==> src/rtl/trfp_pkg.sv <==
// package for the text record frame parser
// holds sizes, character codes, result kinds and the end-of-block label table
// no dependencies
package trfp_pkg;

	localparam int BLOCK_MAX   = 512;
	localparam int LABEL_LIMIT = 32;

	localparam int BYTE_W = 8;
	localparam int KEEP_W = 6;
	localparam int KIND_W = 3;
	localparam int LPOS_W = $clog2(LABEL_LIMIT + 1);
	localparam int BLEN_W = $clog2(BLOCK_MAX + 1);
	localparam int END_LABEL_LEN = 8;

	localparam logic [KEEP_W-1:0] KEEP_RESET = KEEP_W'(26);

	localparam logic [BYTE_W-1:0] CH_CR  = 8'h0d;
	localparam logic [BYTE_W-1:0] CH_LF  = 8'h0a;
	localparam logic [BYTE_W-1:0] CH_TAB = 8'h09;

	typedef enum logic [KIND_W-1:0] {
		K_LABEL     = 3'd0,
		K_VALUE     = 3'd1,
		K_LABEL_END = 3'd2,
		K_VALUE_END = 3'd3,
		K_BLOCK_END = 3'd4
	} kind_t;

	typedef struct packed {
		logic [BYTE_W-1:0] data;
		kind_t             kind;
		logic              ok;
		logic              bad;
	} result_t;

	function automatic logic [BYTE_W-1:0] end_label_char(input logic [2:0] idx);
		logic [BYTE_W-1:0] c;
		case (idx)
			3'd0:    c = 8'h43;
			3'd1:    c = 8'h68;
			3'd2:    c = 8'h65;
			3'd3:    c = 8'h63;
			3'd4:    c = 8'h6b;
			3'd5:    c = 8'h73;
			3'd6:    c = 8'h75;
			default: c = 8'h6d;
		endcase
		return c;
	endfunction

endpackage

==> src/rtl/text_record_frame_parser.sv <==
// text record frame parser: label/value records with a modulo-256 block sum
// each result is registered; throughput 1 byte per cycle while skid is empty;
// the parse state machine updates in the cycle the byte is accepted and the
// result goes to an output register backed by one skid entry
// arst_n clears the parser state and output valid flags, sets label_keep (26)
// depends on trfp_pkg
module text_record_frame_parser (
	input  logic                           clk,
	input  logic                           arst_n,
	input  logic                           cfg_valid,
	output logic                           cfg_ready,
	input  logic [trfp_pkg::KEEP_W-1:0]    cfg_data,
	input  logic                           in_valid,
	output logic                           in_ready,
	input  logic [trfp_pkg::BYTE_W-1:0]    rx_byte,
	output logic                           out_valid,
	input  logic                           out_ready,
	output logic [trfp_pkg::BYTE_W-1:0]    out_byte,
	output logic [trfp_pkg::KIND_W-1:0]    kind,
	output logic                           block_ok,
	output logic                           block_malformed
);

	typedef enum logic [2:0] {
		PH_WAIT_CR,
		PH_WAIT_LF,
		PH_LABEL,
		PH_VALUE,
		PH_CKSUM
	} phase_t;

	phase_t                          phase_q, phase_n;
	logic [trfp_pkg::BYTE_W-1:0]     sum_q, sum_add, sum_n;
	logic [trfp_pkg::LPOS_W-1:0]     lpos_q, lpos_n, keep;
	logic                            match_q, match_n;
	logic                            mal_q, mal_n;
	logic [trfp_pkg::BLEN_W-1:0]     len_q, len_add, len_n;
	logic [trfp_pkg::KEEP_W-1:0]     keep_q;

	logic                            r_emit, blk_end;
	trfp_pkg::result_t               r;
	trfp_pkg::result_t               out_q, skid_q;
	logic                            out_valid_q, skid_valid_q;
	logic                            in_fire;

	assign cfg_ready = 1'b1;
	assign in_ready  = !skid_valid_q;
	assign in_fire   = in_valid && in_ready;

	assign keep = (keep_q > trfp_pkg::KEEP_W'(trfp_pkg::LABEL_LIMIT))
		? trfp_pkg::LPOS_W'(trfp_pkg::LABEL_LIMIT) : trfp_pkg::LPOS_W'(keep_q);

	always_comb begin
		sum_add = sum_q + rx_byte;
		len_add = len_q + trfp_pkg::BLEN_W'(1);
		sum_n   = sum_add;
		len_n   = len_add;
		phase_n = phase_q;
		lpos_n  = lpos_q;
		match_n = match_q;
		mal_n   = mal_q;
		r_emit  = 1'b0;
		blk_end = 1'b0;
		r.data  = '0;
		r.kind  = trfp_pkg::K_LABEL;
		r.ok    = 1'b0;
		r.bad   = 1'b0;
		unique case (phase_q)
			PH_WAIT_CR: begin
				if (rx_byte == trfp_pkg::CH_CR) begin
					phase_n = PH_WAIT_LF;
				end else begin
					mal_n = 1'b1;
				end
			end
			PH_WAIT_LF: begin
				if (rx_byte == trfp_pkg::CH_LF) begin
					phase_n = PH_LABEL;
					lpos_n  = '0;
					match_n = 1'b1;
				end else if (rx_byte != trfp_pkg::CH_CR) begin
					mal_n   = 1'b1;
					phase_n = PH_WAIT_CR;
				end
			end
			PH_LABEL: begin
				if (rx_byte == trfp_pkg::CH_TAB) begin
					if (match_q && lpos_q == trfp_pkg::LPOS_W'(trfp_pkg::END_LABEL_LEN)) begin
						phase_n = PH_CKSUM;
					end else begin
						phase_n = PH_VALUE;
						r.kind  = trfp_pkg::K_LABEL_END;
						r_emit  = 1'b1;
					end
				end else if (rx_byte == trfp_pkg::CH_CR) begin
					mal_n   = 1'b1;
					phase_n = PH_WAIT_LF;
				end else begin
					if (lpos_q >= trfp_pkg::LPOS_W'(trfp_pkg::END_LABEL_LEN)
						|| rx_byte != trfp_pkg::end_label_char(lpos_q[2:0])) begin
						match_n = 1'b0;
					end
					if (lpos_q < keep) begin
						r.data = rx_byte;
						r.kind = trfp_pkg::K_LABEL;
						r_emit = 1'b1;
					end
					if (lpos_q < trfp_pkg::LPOS_W'(trfp_pkg::LABEL_LIMIT)) begin
						lpos_n = lpos_q + trfp_pkg::LPOS_W'(1);
					end
				end
			end
			PH_VALUE: begin
				if (rx_byte == trfp_pkg::CH_CR) begin
					phase_n = PH_WAIT_LF;
					r.kind  = trfp_pkg::K_VALUE_END;
				end else begin
					r.data = rx_byte;
					r.kind = trfp_pkg::K_VALUE;
				end
				r_emit = 1'b1;
			end
			PH_CKSUM: begin
				blk_end = 1'b1;
				r_emit  = 1'b1;
				r.data  = '0;
				r.kind  = trfp_pkg::K_BLOCK_END;
				r.ok    = (sum_add == '0);
				r.bad   = mal_q;
			end
			default: begin
				phase_n = PH_WAIT_CR;
			end
		endcase
		if (!blk_end && len_add >= trfp_pkg::BLEN_W'(trfp_pkg::BLOCK_MAX)) begin
			blk_end = 1'b1;
			r_emit  = 1'b1;
			r.data  = '0;
			r.kind  = trfp_pkg::K_BLOCK_END;
			r.ok    = 1'b0;
			r.bad   = 1'b1;
		end else if (!blk_end && mal_n) begin
			r_emit = 1'b0;
		end
		if (blk_end) begin
			sum_n   = '0;
			len_n   = '0;
			mal_n   = 1'b0;
			phase_n = PH_WAIT_CR;
			lpos_n  = '0;
			match_n = 1'b1;
		end
	end

	always_ff @(posedge clk or negedge arst_n) begin
		if (!arst_n) begin
			phase_q      <= PH_WAIT_CR;
			sum_q        <= '0;
			lpos_q       <= '0;
			match_q      <= 1'b1;
			mal_q        <= 1'b0;
			len_q        <= '0;
			keep_q       <= trfp_pkg::KEEP_RESET;
			out_q        <= '0;
			skid_q       <= '0;
			out_valid_q  <= 1'b0;
			skid_valid_q <= 1'b0;
		end else begin
			if (cfg_valid) begin
				keep_q <= cfg_data;
			end
			if (in_fire) begin
				phase_q <= phase_n;
				sum_q   <= sum_n;
				lpos_q  <= lpos_n;
				match_q <= match_n;
				mal_q   <= mal_n;
				len_q   <= len_n;
			end
			// output register holds while stalled, new result parks in skid
			if (out_valid_q && !out_ready) begin
				if (in_fire && r_emit) begin
					skid_q       <= r;
					skid_valid_q <= 1'b1;
				end
			end else if (skid_valid_q) begin
				out_q        <= skid_q;
				out_valid_q  <= 1'b1;
				skid_valid_q <= 1'b0;
			end else begin
				out_q       <= r;
				out_valid_q <= in_fire && r_emit;
			end
		end
	end

	assign out_valid       = out_valid_q;
	assign out_byte        = out_q.data;
	assign kind            = out_q.kind;
	assign block_ok        = out_q.ok;
	assign block_malformed = out_q.bad;

endmodule
==> config.mk <==
export PLATFORM = sky130hd
export DESIGN_NAME = text_record_frame_parser
export DESIGN_NICKNAME = d
export VERILOG_FILES = /design/src/rtl/trfp_pkg.sv /design/src/rtl/text_record_frame_parser.sv
export SDC_FILE = /design/constraint.sdc
export NUM_CORES = 1
export LEC_CHECK = 0
export ABC_CLOCK_PERIOD_IN_PS = 2280
export CAP_MARGIN = 0
export CORE_MARGIN = 2
export CORE_UTILIZATION = 58
export DETAILED_ROUTE_END_ITERATION = 12
export DONT_BUFFER_PORTS = 1
export GPL_ROUTABILITY_DRIVEN = 0
export PLACE_DENSITY = 0.79
export SLEW_MARGIN = 20
export SYNTH_ARGS = -nofsm -noshare
export SYNTH_HDL_FRONTEND = slang
export SYNTH_SLANG_ARGS = --single-unit
==> constraint.sdc <==
create_clock -name clk -period 2.28 [get_ports clk]
set_input_delay 0 -clock clk [delete_from_list [all_inputs] [get_ports clk]]
set_output_delay 0 -clock clk [all_outputs]
set_load 0.01 [all_outputs]
# Word-level counts from Yosys, hierarchy flattened
# Cells that the tools add are included.
# Widths: inputs -> output; s select.
[classes]
n_addsub = 3
order_cmp = 5
n_eq_ne = 24
mux = 56
n_reduce_logical = 20
[ops]
columns = ["cell", "count"]
rows = [
  ["$mux 8", 6],
  ["$pmux 6 s7", 1],
  ["$mux 6", 6],
  ["$pmux 11 s3", 1],
  ["$mux 13", 2],
  ["$eq 8x4->1 const B", 3],
  ["$mux 1", 22],
  ["$mux 11", 2],
  ["$mux 3", 7],
  ["$ne 3x3->1 const B", 5],
  ["$eq 3x2->1 const B", 4],
  ["$eq 3x3->1 const B", 4],
  ["$pmux 3 s4", 1],
  ["$pmux 6 s2", 1],
  ["$reduce_and 6->1", 2],
  ["$add 10x1->10 const B", 1],
  ["$ge 10x10->1 const B", 1],
  ["$mux 10", 1],
  ["$add 8x8->8", 1],
  ["$logic_not 8->1", 1],
  ["$ne 8x4->1 const B", 1],
  ["$ne 8x8->1", 1],
  ["$add 6x1->6 const B", 1],
  ["$eq 3x1->1 const B", 2],
  ["other kinds (19)", 31],
]
[word_totals]
register_bits = 63
inputBits = 19
output_inout_bits = 16
word_cells = 125

# Logic depth before layout (Yosys ltp)
# Gate-level depths: netlist (run 1).
[depth]
depth_word = 12
ltp_mapped = 10
mapped_depth_nobuf = 9

# Least setup slack after synthesis (run 1)
# Ideal clock, no wire load.
[synth_timing]
path_kind = "flip-flop to flip-flop"
from = "register keep_q[4] (netlist bit)"
to = "register skid_q[3] (netlist bit)"
setup_ns = 0.125
arrival_time_ns = 2.350
required_time_ns = 2.155
path_slack_ns = -0.195
path_stages_with_launch = 10
path_buffers = 1
synth_period_minus_slack_ns = 2.475
cell_sequence = "dfstp_2 -> nand2_1 -> ha_1 -> nand2_1 -> or4_1 -> o2111ai_1 -> a31oi_1 -> o211ai_2 -> buf_6 -> mux2_4"
[synth_between]
elab_chain_cells = 11
[synth_lines]
columns = ["element", "line_no", "source"]
rows = [
  ["start, declared", "text_record_frame_parser.sv:38", "logic [trfp_pkg::KEEP_W-1:0] keep_q;"],
  ["start signal, assigned", "text_record_frame_parser.sv:163", "keep_q <= trfp_pkg::KEEP_RESET;"],
  ["start signal, assigned", "text_record_frame_parser.sv:170", "keep_q <= cfg_data;"],
  ["$gt 6x6->1", "text_record_frame_parser.sv:50", "assign keep = (keep_q > trfp_pkg::KEEP_W'(trfp_pkg::LABEL_LIMIT))"],
  ["$mux 6 *", "text_record_frame_parser.sv:51", "? trfp_pkg::LPOS_W'(trfp_pkg::LABEL_LIMIT) : trfp_pkg::LPOS_W'(keep_q);"],
  ["$lt 6x6->1 *", "text_record_frame_parser.sv:103", "if (lpos_q < keep) begin"],
  ["$mux 1 *", "text_record_frame_parser.sv:103", ""],
  ["$mux 1 *", "text_record_frame_parser.sv:95", "end else if (rx_byte == trfp_pkg::CH_CR) begin"],
  ["$mux 1 *", "text_record_frame_parser.sv:87", "if (rx_byte == trfp_pkg::CH_TAB) begin"],
  ["$pmux 1 s2 *", "text_record_frame_parser.sv:68", "unique case (phase_q)"],
  ["$mux 1 *", "text_record_frame_parser.sv:142", "end else if (!blk_end && mal_n) begin"],
  ["$mux 1 *", "text_record_frame_parser.sv:135", "if (!blk_end && len_add >= trfp_pkg::BLEN_W'(trfp_pkg::BLOCK_MAX)) begin"],
  ["$logic_and 1x1->1 *", "text_record_frame_parser.sv:182", "if (in_fire && r_emit) begin"],
  ["$reduce_and 2->1 (no line) *", "-", ""],
  ["end signal, assigned", "text_record_frame_parser.sv:183", "skid_q <= r;"],
  ["end, declared", "text_record_frame_parser.sv:42", "trfp_pkg::result_t out_q, skid_q;"],
]
# Mark *: on every way between the ends. The rest lies on a longest branch, timed or not.
# A chain may end at the register's enable or synchronous reset.

# Worst setup path in the final report (run 1)
[layout_timing]
from = "register keep_q[5] (netlist bit)"
to = "register skid_q[3] (netlist bit)"
# The elaborated chain is that of the path after synthesis.

==> results_dict.tcl, run 1 <==
set metrics [dict create \
    status "finished, violations left" \
    failed_checks "setup timing" \
    root_buffer "clkbuf_8" \
    numPortBuffers 0 \
    relSlewSlack_pct 59.81 \
    synth.top_cell.area_share_pct 37.07 \
    place_area_um2 4222 \
    cp.required_ps 2510 \
    ff2ff_path_depth 11 \
    synth.area.top_cells "dfrtp_1 37%, a21oi_1 5.8%, ha_1 5.3%" \
    slew_viol_final 0 \
    die_y_um 86.87 \
    post-route-period-util_pct 109.1 \
    fin_skew_ps 6.857 \
    syn_inst 434 \
    ir_worst_vdd_uv 483.4 \
    synth_area_leader_cell "dfrtp_1" \
    cts_sinks 63 \
    cts_max_level 3 \
    fp.dieArea_um2 7546 \
    area_delta_synth_final_pct 22.62 \
    total_power_mw 5.019 \
    holdPathEnd "phase_q[2]" \
    synthesis.nets 471 \
    reg2reg_to "skid_q[3]" \
    regToRegSetupSlack_ps -210 \
    critPathTopFamily "simple AND/OR/NAND/NOR gates" \
    nets 519 \
    hold_violations 0 \
    ant_nets 0 \
    synthFlopType "dfrtp_1" \
    worstSetupStartpointType "flop" \
    drt-pass1-iter-count 6 \
    core_area_um2 6719 \
    overflow 0 \
    setup_viol 13 \
    grt_max_degree 64 \
    dp_slack_ps -238.6 \
    whs_ps 48.52 \
    cellPowerDensity_nw_per_um2 1028 \
    dieWidth_um 86.87 \
    worst_setup_path_end_kind "flop" \
    crit_fanout 6 \
    synth_area_per_cell_um2 9.176 \
    drc 0 \
    critPathSlowestCell "or4_4" \
    core.rowCount 30 \
    groute.usage.overall_pct 27.69 \
    min_from "rx_byte[2]" \
    synth_edf_count 0 \
    path_depth 11 \
    min_period_ps 2488 \
    clock_path_buffers 2 \
    synth-seq-cells 63 \
    clock.fmax_mhz 401.9 \
    routedWlPerCell_um 18.31 \
    clk-insertion-delay-late_ps 340 \
    p_leak_nw 2.186 \
    drv_cap 0 \
    worstPathArrival_ps 2710 \
    worst-setup-path-type "reg -> reg" \
    worst_path_largest_cell_delay_ps 540 \
    async_flop_share_pct 100.0 \
    vias 3574 \
    hold_depth 3 \
    critPathBufInv 3 \
    drive_above_1_share_pct 25.67 \
    antenna_found_initial 0 \
    drtIter0Drc 228 \
    synth_cell_types 70 \
    rsz0062_at_grt "true" \
    cts_made_buffers 9 \
    routed_wl_um 10380 \
    start_util_pct 59.27 \
    cts_tree "done" \
    ios 35 \
    viasPerCell 6.303 \
    dp_hpwl_um 6586 \
    crit_top_cell "buf_6" \
    grt_pass1_wl_um 16220 \
    n_antenna_cell 0 \
    crit_chain "inv_2 > buf_6 > nand2_4 > ha_4 > nand2_2 > or4_4 > o2111ai_2 > a31oi_2 > o211ai_2 > buf_6 > mux2_4" \
    yosysSeqAreaShare_pct 39.71 \
    setup_ws_ps -208.5 \
    fin_area_um2 4883 \
    hold_path.class "in -> reg" \
    tightest_slew_ps 602.8 \
    r2r-start "keep_q[5]" \
    mappedNetlistArea_um2 3983 \
    ys_warn_count 0 \
    grt_pass1_vias 3432 \
    cts.reportedPaths.clkPinSlew_ps 70 \
]
## per-layer routing
metal / global-route usage, % / wire (µm) / up-vias
met3: 6.919 / 565 / 34
met5: 0 / 0 / -
li1: - / - / 1673
met1: 33.82 / 4289 / 1741
met4: 12.36 / 343 / 0
met2: 46.15 / 5184 / 126
## tightest hold or removal path, delay by kind of cell
family	cells	cell delay, ps
AND/OR/NAND/NOR	2	250
AO/OA/AOI/OAI	1	80
## logic make-up (layout without fill, tap and decap cells)
family	count (synthesis)	after routing	share of synthesized area [%]
buffers and inverters	40	93	4.335
adders and majority gates	18	18	5.843
other	1	1	0.09416
AOI/OAI and AO/OA	120	120	19.57
DFF	63	63	39.71
xor gates and xnor gates	12	12	2.639
and+or+nand+nor	159	159	21.74
muxes	21	21	6.064
## metrics by stage
step | utilization (%) | std cells | setup TNS [ps]
final | 72.68 | 567 | -2333
after global placement | 62.83 | 525 | -2276
after floorplan | - | 434 | -751.6
after CTS | 69.70 | 560 | -2241
after global routing | 72.68 | 567 | -4768
after detailed placement | 62.83 | 525 | -3449
## synthesized netlist by cell type (5+ instances only)
| cell type | number |
|---|---|
| nor2_1 | 31 |
| nand2_1 | 44 |
| xor2_1 | 7 |
| nand3_1 | 16 |
| a211oi_1 | 5 |
| nor3b_1 | 7 |
| dfrtp_1 | 59 |
| a21oi_1 | 46 |
| and3_1 | 8 |
| clkbuf_1 | 14 |
| mux2_2 | 9 |
| o21a_1 | 6 |
| nand4_1 | 6 |
| nand2b_1 | 5 |
| o31ai_1 | 11 |
| xnor2_1 | 5 |
| inv_1 | 19 |
| o21ai_0 | 22 |
| nor2b_1 | 6 |
| mux2i_1 | 8 |
| nor3_1 | 5 |
| ha_1 | 17 |
## area by class of cell
cell class | instances | area (µm²)
repair buffers | 58 | 520.5
clock inverters | 4 | 45.04
inverters | 19 | 71.32
flip-flops and latches | 63 | 1584
fillers | 478 | 1836
clock buffers | 12 | 145.1
well taps | 80 | 100.1
multi-input cells | 331 | 2417
## cell usage in the layout (no fill, tap or decap), types with 6 or more instances in the layout
cell           count
nor3b_1            6
o21a_1             6
nand2_1           39
o31ai_1           10
a21oi_1           40
ha_1              13
inv_1             18
buf_6              6
and3_1             8
nor2_1            30
mux2_4             7
clkbuf_8          10
mux2_2             6
mux2i_1            8
nand4_1            6
xor2_1             7
nand3_1           15
dlygate4sd3_1     17
dfrtp_1           57
o21ai_0           22
buf_4             34
## where the power goes
part           switching [mW]  internal, mW
Clock                   0.419         0.530
Sequential              0.330          1.49
Combinational            1.17          1.08
Total                    1.92          3.10
## how the worst max path moves through the flow
| stage | startpoint | to |
|---|---|---|
| 5_1_grt | keep_q[5] | skid_q[7] |
| 6_report | keep_q[5] | skid_q[3] |
| 3_5_place_dp | keep_q[5] | skid_q[9] |
| 3_3_place_gp | keep_q[4] | skid_q[5] |
| 4_1_cts | keep_q[3] | skid_q[5] |
| 2_1_floorplan | keep_q[4] | skid_q[3] |
## registers in the layout, indices dropped and copies added (netlist names), 3 cells and up
name,cells
skid_q,13
len_q,10
out_byte,8
sum_q,8
keep_q,6
lpos_q,6
kind,3
phase_q,3
## what timing repair did
item	4_1_cts	5_1_grt
endpoints found under the hold margin	90	0
buffers inserted	1	7
gates resized for setup	16	32
hold buffers	18	0
endpoints found under the setup margin	21	31
pin swaps	5	9
cloned	0	0
No activity file was read; power rests on OpenSTA's default activity.
==> run 2, diff against run 1 <==
--- a/config.mk
+++ b/config.mk
@@ -7,12 +7,13 @@
 export LEC_CHECK = 0
 export ABC_CLOCK_PERIOD_IN_PS = 2280
 export CAP_MARGIN = 0
-export CORE_MARGIN = 2
+export CORE_ASPECT_RATIO = 0.8
 export CORE_UTILIZATION = 58
 export DETAILED_ROUTE_END_ITERATION = 12
 export DONT_BUFFER_PORTS = 1
 export GPL_ROUTABILITY_DRIVEN = 0
 export PLACE_DENSITY = 0.79
+export REMOVE_ABC_BUFFERS = 1
 export SLEW_MARGIN = 20
 export SYNTH_ARGS = -nofsm -noshare
 export SYNTH_HDL_FRONTEND = slang
==> run 2 against run 1 <==
  * The run still ends with setup timing left
  * Clock power shrank 8.3%
  * Die area shrank 4.5%
  * Combinational power grew 3%
  * Non-clock buffer count grew 2
  * Sequential cell count is the same
  * Hold slack lost 38 ps
  * Power shrank 0.58%
  * Highest routed layer unchanged
==> results_dict.tcl, run 2 (synthesis results as in run 1) <==
set metrics [dict create \
    status "finished, violations left" \
    failed_checks "setup timing" \
    antenna_found_initial 0 \
    nets 521 \
    drv_cap 0 \
    root_buffer "clkbuf_8" \
    pwr-share-clk_pct 17.4 \
    viasPerCell 6.532 \
    p_seq_share_pct 36.0 \
    grt_max_degree 64 \
    clk-insertion-delay-late_ps 350 \
    dp_hpwl_um 7011 \
    rsz0062_at_grt "true" \
    drt-pass1-iter-count 5 \
    cp.required_ps 2510 \
    core.rowCount 26 \
    setup_ws_ps -248.1 \
    post-route-period-util_pct 110.9 \
    cts_sinks 63 \
    hold_path.class "in -> reg" \
    drtIter0Drc 414 \
    worstPathArrival_ps 2760 \
    regMostFlops "skid_q" \
    cellPowerDensity_nw_per_um2 1038 \
    worst_setup_path_end_kind "flop" \
    core_area_um2 6506 \
    p_leak_nw 2.182 \
    reg_top3 "skid_q x13, len_q x10" \
    largest_reg_flops 13 \
    ant_nets 0 \
    numPortBuffers 0 \
    die_y_um 76.12 \
    grt_pass1_vias 3607 \
    layout_commonest_cell "dfrtp_1" \
    r2r-start "keep_q[5]" \
    overflow 0 \
    hold_violations 0 \
    fp.dieArea_um2 7204 \
    worst-setup-path-type "reg -> reg" \
    crit_path_start "keep_q[5]" \
    dieWidth_um 94.65 \
    final_cell_mix "59 x dfrtp_1, 44 x a21oi_1, 42 x nand2_1" \
    min_period_ps 2528 \
    clock_path_buffers 2 \
    cts_max_level 3 \
    whs_ps 10.97 \
    crit_fanout 5 \
    tightest_slew_ps 686.7 \
    ir_worst_vdd_uv 554.5 \
    routedWlPerCell_um 19.40 \
    cts_tree "done" \
    slew_viol_final 0 \
    ff2ff_path_depth 11 \
    power_frac_comb_pct 46.5 \
    groute.usage.overall_pct 31.60 \
    routed_wl_um 11110 \
    cts.reportedPaths.clkPinSlew_ps 70 \
    regToRegSetupSlack_ps -250 \
    area_delta_synth_final_pct 20.74 \
    clock.fmax_mhz 395.6 \
    cts_made_buffers 9 \
    n_antenna_cell 0 \
    ios 35 \
    grt_pass1_wl_um 17710 \
    drc 0 \
    reg2reg_to "skid_q[2]" \
    dp_slack_ps -232.0 \
    start_util_pct 61.21 \
    vias 3743 \
    drive_above_1_share_pct 23.52 \
    p_sw_share_pct 40.36 \
    relSlewSlack_pct 53.57 \
    power.internal_mw 2.976 \
    setup_viol 23 \
    p_switching_mw 2.014 \
    worstSetupStartpointType "flop" \
    fin_skew_ps 9.869 \
    endpoint "skid_q[2]" \
]
==> run 2: cell types whose count changed in the layout (fill, tap and decap cells not counted), moves of 3 or more <==
cell and delta:
a21oi_1 +4, ha_1 +3, a21oi_2 -3, nand2_1 +3, buf_4 +3
==> run 2: how the worst min path moves through the flow <==
stage | from | endpoint | depth (start not counted)
2_1_floorplan | arst_n | block_malformed | 0
3_3_place_gp | arst_n | sum_q[5] | 0
3_5_place_dp | arst_n | sum_q[5] | 0
4_1_cts | rx_byte[2] | phase_q[2] | 3
5_1_grt | rx_byte[0] | sum_q[0] | 3
6_report | rx_byte[0] | sum_q[0] | 3
==> run 2: stage by stage <==
step	instances	TNS, ps	utilization [%]	cell area [µm²]	power (mW)
global placement	534	-1965	65.54	4264	3.622
global route	573	-5930	73.90	4808	5.306
detailed placement	534	-2674	65.54	4264	3.753
finish	573	-3976	73.90	4808	4.990
CTS	573	-2334	72.58	4722	4.826
floorplan	413	-4472	-	3881	3.162
==> run 2: layout make-up <==
cell class / instances / area (µm²)
multi-input cells: 331 / 2338
flip-flops and latches: 63 / 1582
clock buffers: 9 / 123.9
fillers: 423 / 1698
clock inverters: 7 / 47.55
well taps: 84 / 105.1
repair buffers: 60 / 540.5
inverters: 19 / 71.32
==> run 2: worst max-delay path, stage by stage (launching register included) <==
cell and delay (ps):
dfrtp_1 400, inv_2 110, buf_4 120, nand2_1 50
ha_1 200, nor4b_1 370, or4_4 220, o2111ai_4 120
a31oi_4 220, o211ai_2 130, buf_6 180, mux2_4 290
==> run 2: power groups by stage <==
stage | clock network (mW) | logic, mW | registers [mW]
global route | 0.923 | 2.54 | 1.84
detailed placement | 0 | 1.95 | 1.80
global placement | 0 | 1.83 | 1.79
finish | 0.870 | 2.32 | 1.80
CTS | 0.877 | 2.17 | 1.78
floorplan | 0 | 1.39 | 1.78
==> run 2: timing repair <==
action / CTS / global route
hold endpoints to repair: 89 / 0
buffers inserted: 5 / 0
setup endpoints to repair: 22 / 31
gates resized for setup: 10 / 18
hold buffers: 18 / 0
pin swaps: 5 / 5
==> run 2: per-layer routing <==
| metal | up-vias | global-route usage, % | wire length, µm |
|---|---|---|---|
| met4 | 0 | 10.15 | 229 |
| met3 | 36 | 6.587 | 863 |
| met2 | 188 | 50.94 | 5272 |
| met1 | 1836 | 42.29 | 4748 |
| li1 | 1683 | - | - |
| met5 | - | 0 | 0 |
==> run 3, diff against run 2 <==
--- a/config.mk
+++ b/config.mk
@@ -8,6 +8,7 @@
 export ABC_CLOCK_PERIOD_IN_PS = 2280
 export CAP_MARGIN = 0
 export CORE_ASPECT_RATIO = 0.8
+export CORE_MARGIN = 8
 export CORE_UTILIZATION = 58
 export DETAILED_ROUTE_END_ITERATION = 12
 export DONT_BUFFER_PORTS = 1
==> run 3 against run 2 <==
  * The run still ends with setup timing left
  * Clock power increased by 0.8%
  * Cell count grew 1.6%
  * Register-to-register slack about the same
  * Critical path type unchanged
  * Largest cell class unchanged
  * Largest power group unchanged
==> results_dict.tcl, run 3 (synthesis results as in run 1) <==
set metrics [dict create \
    hold_path.class "in -> reg" \
    grt_pass1_wl_um 17660 \
    endpoint "skid_q[7]" \
    core.rowCount 27 \
    worst_setup_path_end_kind "flop" \
    n_antenna_cell 0 \
    drive_above_1_share_pct 26.67 \
    clk-insertion-delay-late_ps 360 \
    ff2ff_path_depth 7 \
    crit_chain "nor3b_1 > nand4_1 > o211ai_1 > a31oi_4 > o211ai_2 > buf_6 > mux2_4" \
    ios 35 \
    cts_max_level 3 \
    cts_tree "done" \
    clock.fmax_mhz 395.2 \
    worst_path_largest_cell_delay_ps 710 \
    largest_reg_flops 13 \
    worst-setup-path-type "reg -> reg" \
    rsz0062_at_grt "true" \
    ant_nets 0 \
    area_delta_synth_final_pct 24.63 \
    min_period_ps 2530 \
    critPathSlowestCell "nor3b_1" \
    die_y_um 90.12 \
    start_util_pct 58.94 \
    drv_cap 0 \
    ir_worst_vdd_uv 536.1 \
    regMostFlops "skid_q" \
    drc 0 \
    antenna_found_initial 0 \
    numPortBuffers 0 \
    fin_skew_ps 9.813 \
    groute.usage.overall_pct 22.57 \
    status "finished, violations left" \
    worstSetupStartpointType "flop" \
    dp_hpwl_um 7336 \
    cp.required_ps 2520 \
    dieWidth_um 108.6 \
    path_depth 7 \
    drt-pass1-iter-count 5 \
    p_leak_nw 2.222 \
    postLayoutCoreUtil_pct 73.46 \
    core_area_um2 6756 \
    hold_depth 3 \
    r2r-start "phase_q[0]" \
    regToRegSetupSlack_ps -250 \
    vias 3721 \
    hold_violations 0 \
    pwr-share-clk_pct 17.1 \
    relSlewSlack_pct 46.64 \
    power_frac_comb_pct 47.7 \
    routed_wl_um 12000 \
    fin_tns_setup_ps -3605 \
    reg_top3 "skid_q x13, len_q x10" \
    p_switching_mw 2.112 \
    reg2reg_to "skid_q[7]" \
    grt_max_degree 64 \
    viasPerCell 6.393 \
    regArea_um2 1583 \
    slew_viol_final 0 \
    setup_ws_ps -250.5 \
    failed_checks "setup timing" \
    multi_input_area_um2 2454 \
    fp.dieArea_um2 9791 \
    critPathTopFamily "simple AND/OR/NAND/NOR gates" \
    power.internal_mw 3.029 \
    p_seq_share_pct 35.3 \
    critPathBufInv 1 \
    total_power_mw 5.140 \
    p_sw_share_pct 41.08 \
    fillers 429 \
    stdcell_count 582 \
    worstPathArrival_ps 2770 \
    overflow 0 \
    layout_commonest_cell "dfrtp_1" \
    drtIter0Drc 328 \
    dp.cells 541 \
    cts.reportedPaths.clkPinSlew_ps 80 \
    post-route-period-util_pct 111.0 \
    cellPowerDensity_nw_per_um2 1036 \
    clock_path_buffers 2 \
    tightest_slew_ps 798.7 \
    crit_path_start "phase_q[0]" \
    routedWlPerCell_um 20.62 \
    cts_sinks 63 \
    final_cell_mix "58 x dfrtp_1, 43 x a21oi_1, 43 x buf_4" \
    cts_made_buffers 9 \
    setup_viol 21 \
    nets 527 \
    crit_fanout 8 \
    grt_pass1_vias 3562 \
    root_buffer "clkbuf_8" \
]
[run 3: timing repair]
item	in CTS	in global routing
setup buffers	2	5
setup endpoints to repair	21	28
endpoints found under the hold margin	90	0
resized for setup	19	35
hold buffers	18	0
pin swaps	8	17
[run 3: area by class of cell]
type                            instances  share of cell area (%)
Timing Repair Buffer                   66                   11.62
Tap cell                               87                   2.193
Inverter                               19                   1.538
Clock buffer                           10                   2.571
Sequential cell                        63                   31.89
Multi-Input combinational cell        331                   49.43
Clock inverter                          6                  0.7562
[run 3: per-stage QoR]
stage	area (µm²)	hold WS, ps	setup slack (ps)
4_1_cts	4766	4.360	-169.1
3_5_place_dp	4298	-293.8	-303.0
6_report	4964	18.93	-250.5
2_1_floorplan	3881	-295.6	-441.6
5_1_grt	4964	58.43	-335.1
3_3_place_gp	4298	-293.9	-217.4
[run 3: power groups by stage]
stage / Clock (mW) / Sequential, mW / Combinational, mW
2_1_floorplan: 0 / 1.78 / 1.39
3_3_place_gp: 0 / 1.79 / 1.87
3_5_place_dp: 0 / 1.81 / 1.98
4_1_cts: 0.864 / 1.80 / 2.15
5_1_grt: 0.918 / 1.86 / 2.66
6_report: 0.877 / 1.81 / 2.45
[run 3: metal layers]
layer	share of wire [%]	wire length, µm	global-route usage [%]
met1	41	4921	29.17
met2	48	5795	35.74
met3	8.4	1010	4.922
met4	2.3	272	8.760
met5	0	0	0
[run 3: worst min path at each step]
stage / startpoint / endpoint / slack (ps)
final: rx_byte[4] / phase_q[1] / 20
after global routing: rx_byte[1] / sum_q[1] / 60
after CTS: rx_byte[2] / phase_q[2] / 4
after detailed placement: arst_n / sum_q[5] / -290
after global placement: arst_n / sum_q[5] / -290
after floorplan: arst_n / block_malformed / -300
[run 3: worst reg2reg max path: stages, from the launching register on]
cell and delay, ps:
dfrtp_1 480, nor3b_1 710, nand4_1 240, o211ai_1 210, a31oi_4 70, o211ai_2 240
buf_6 170, mux2_4 300
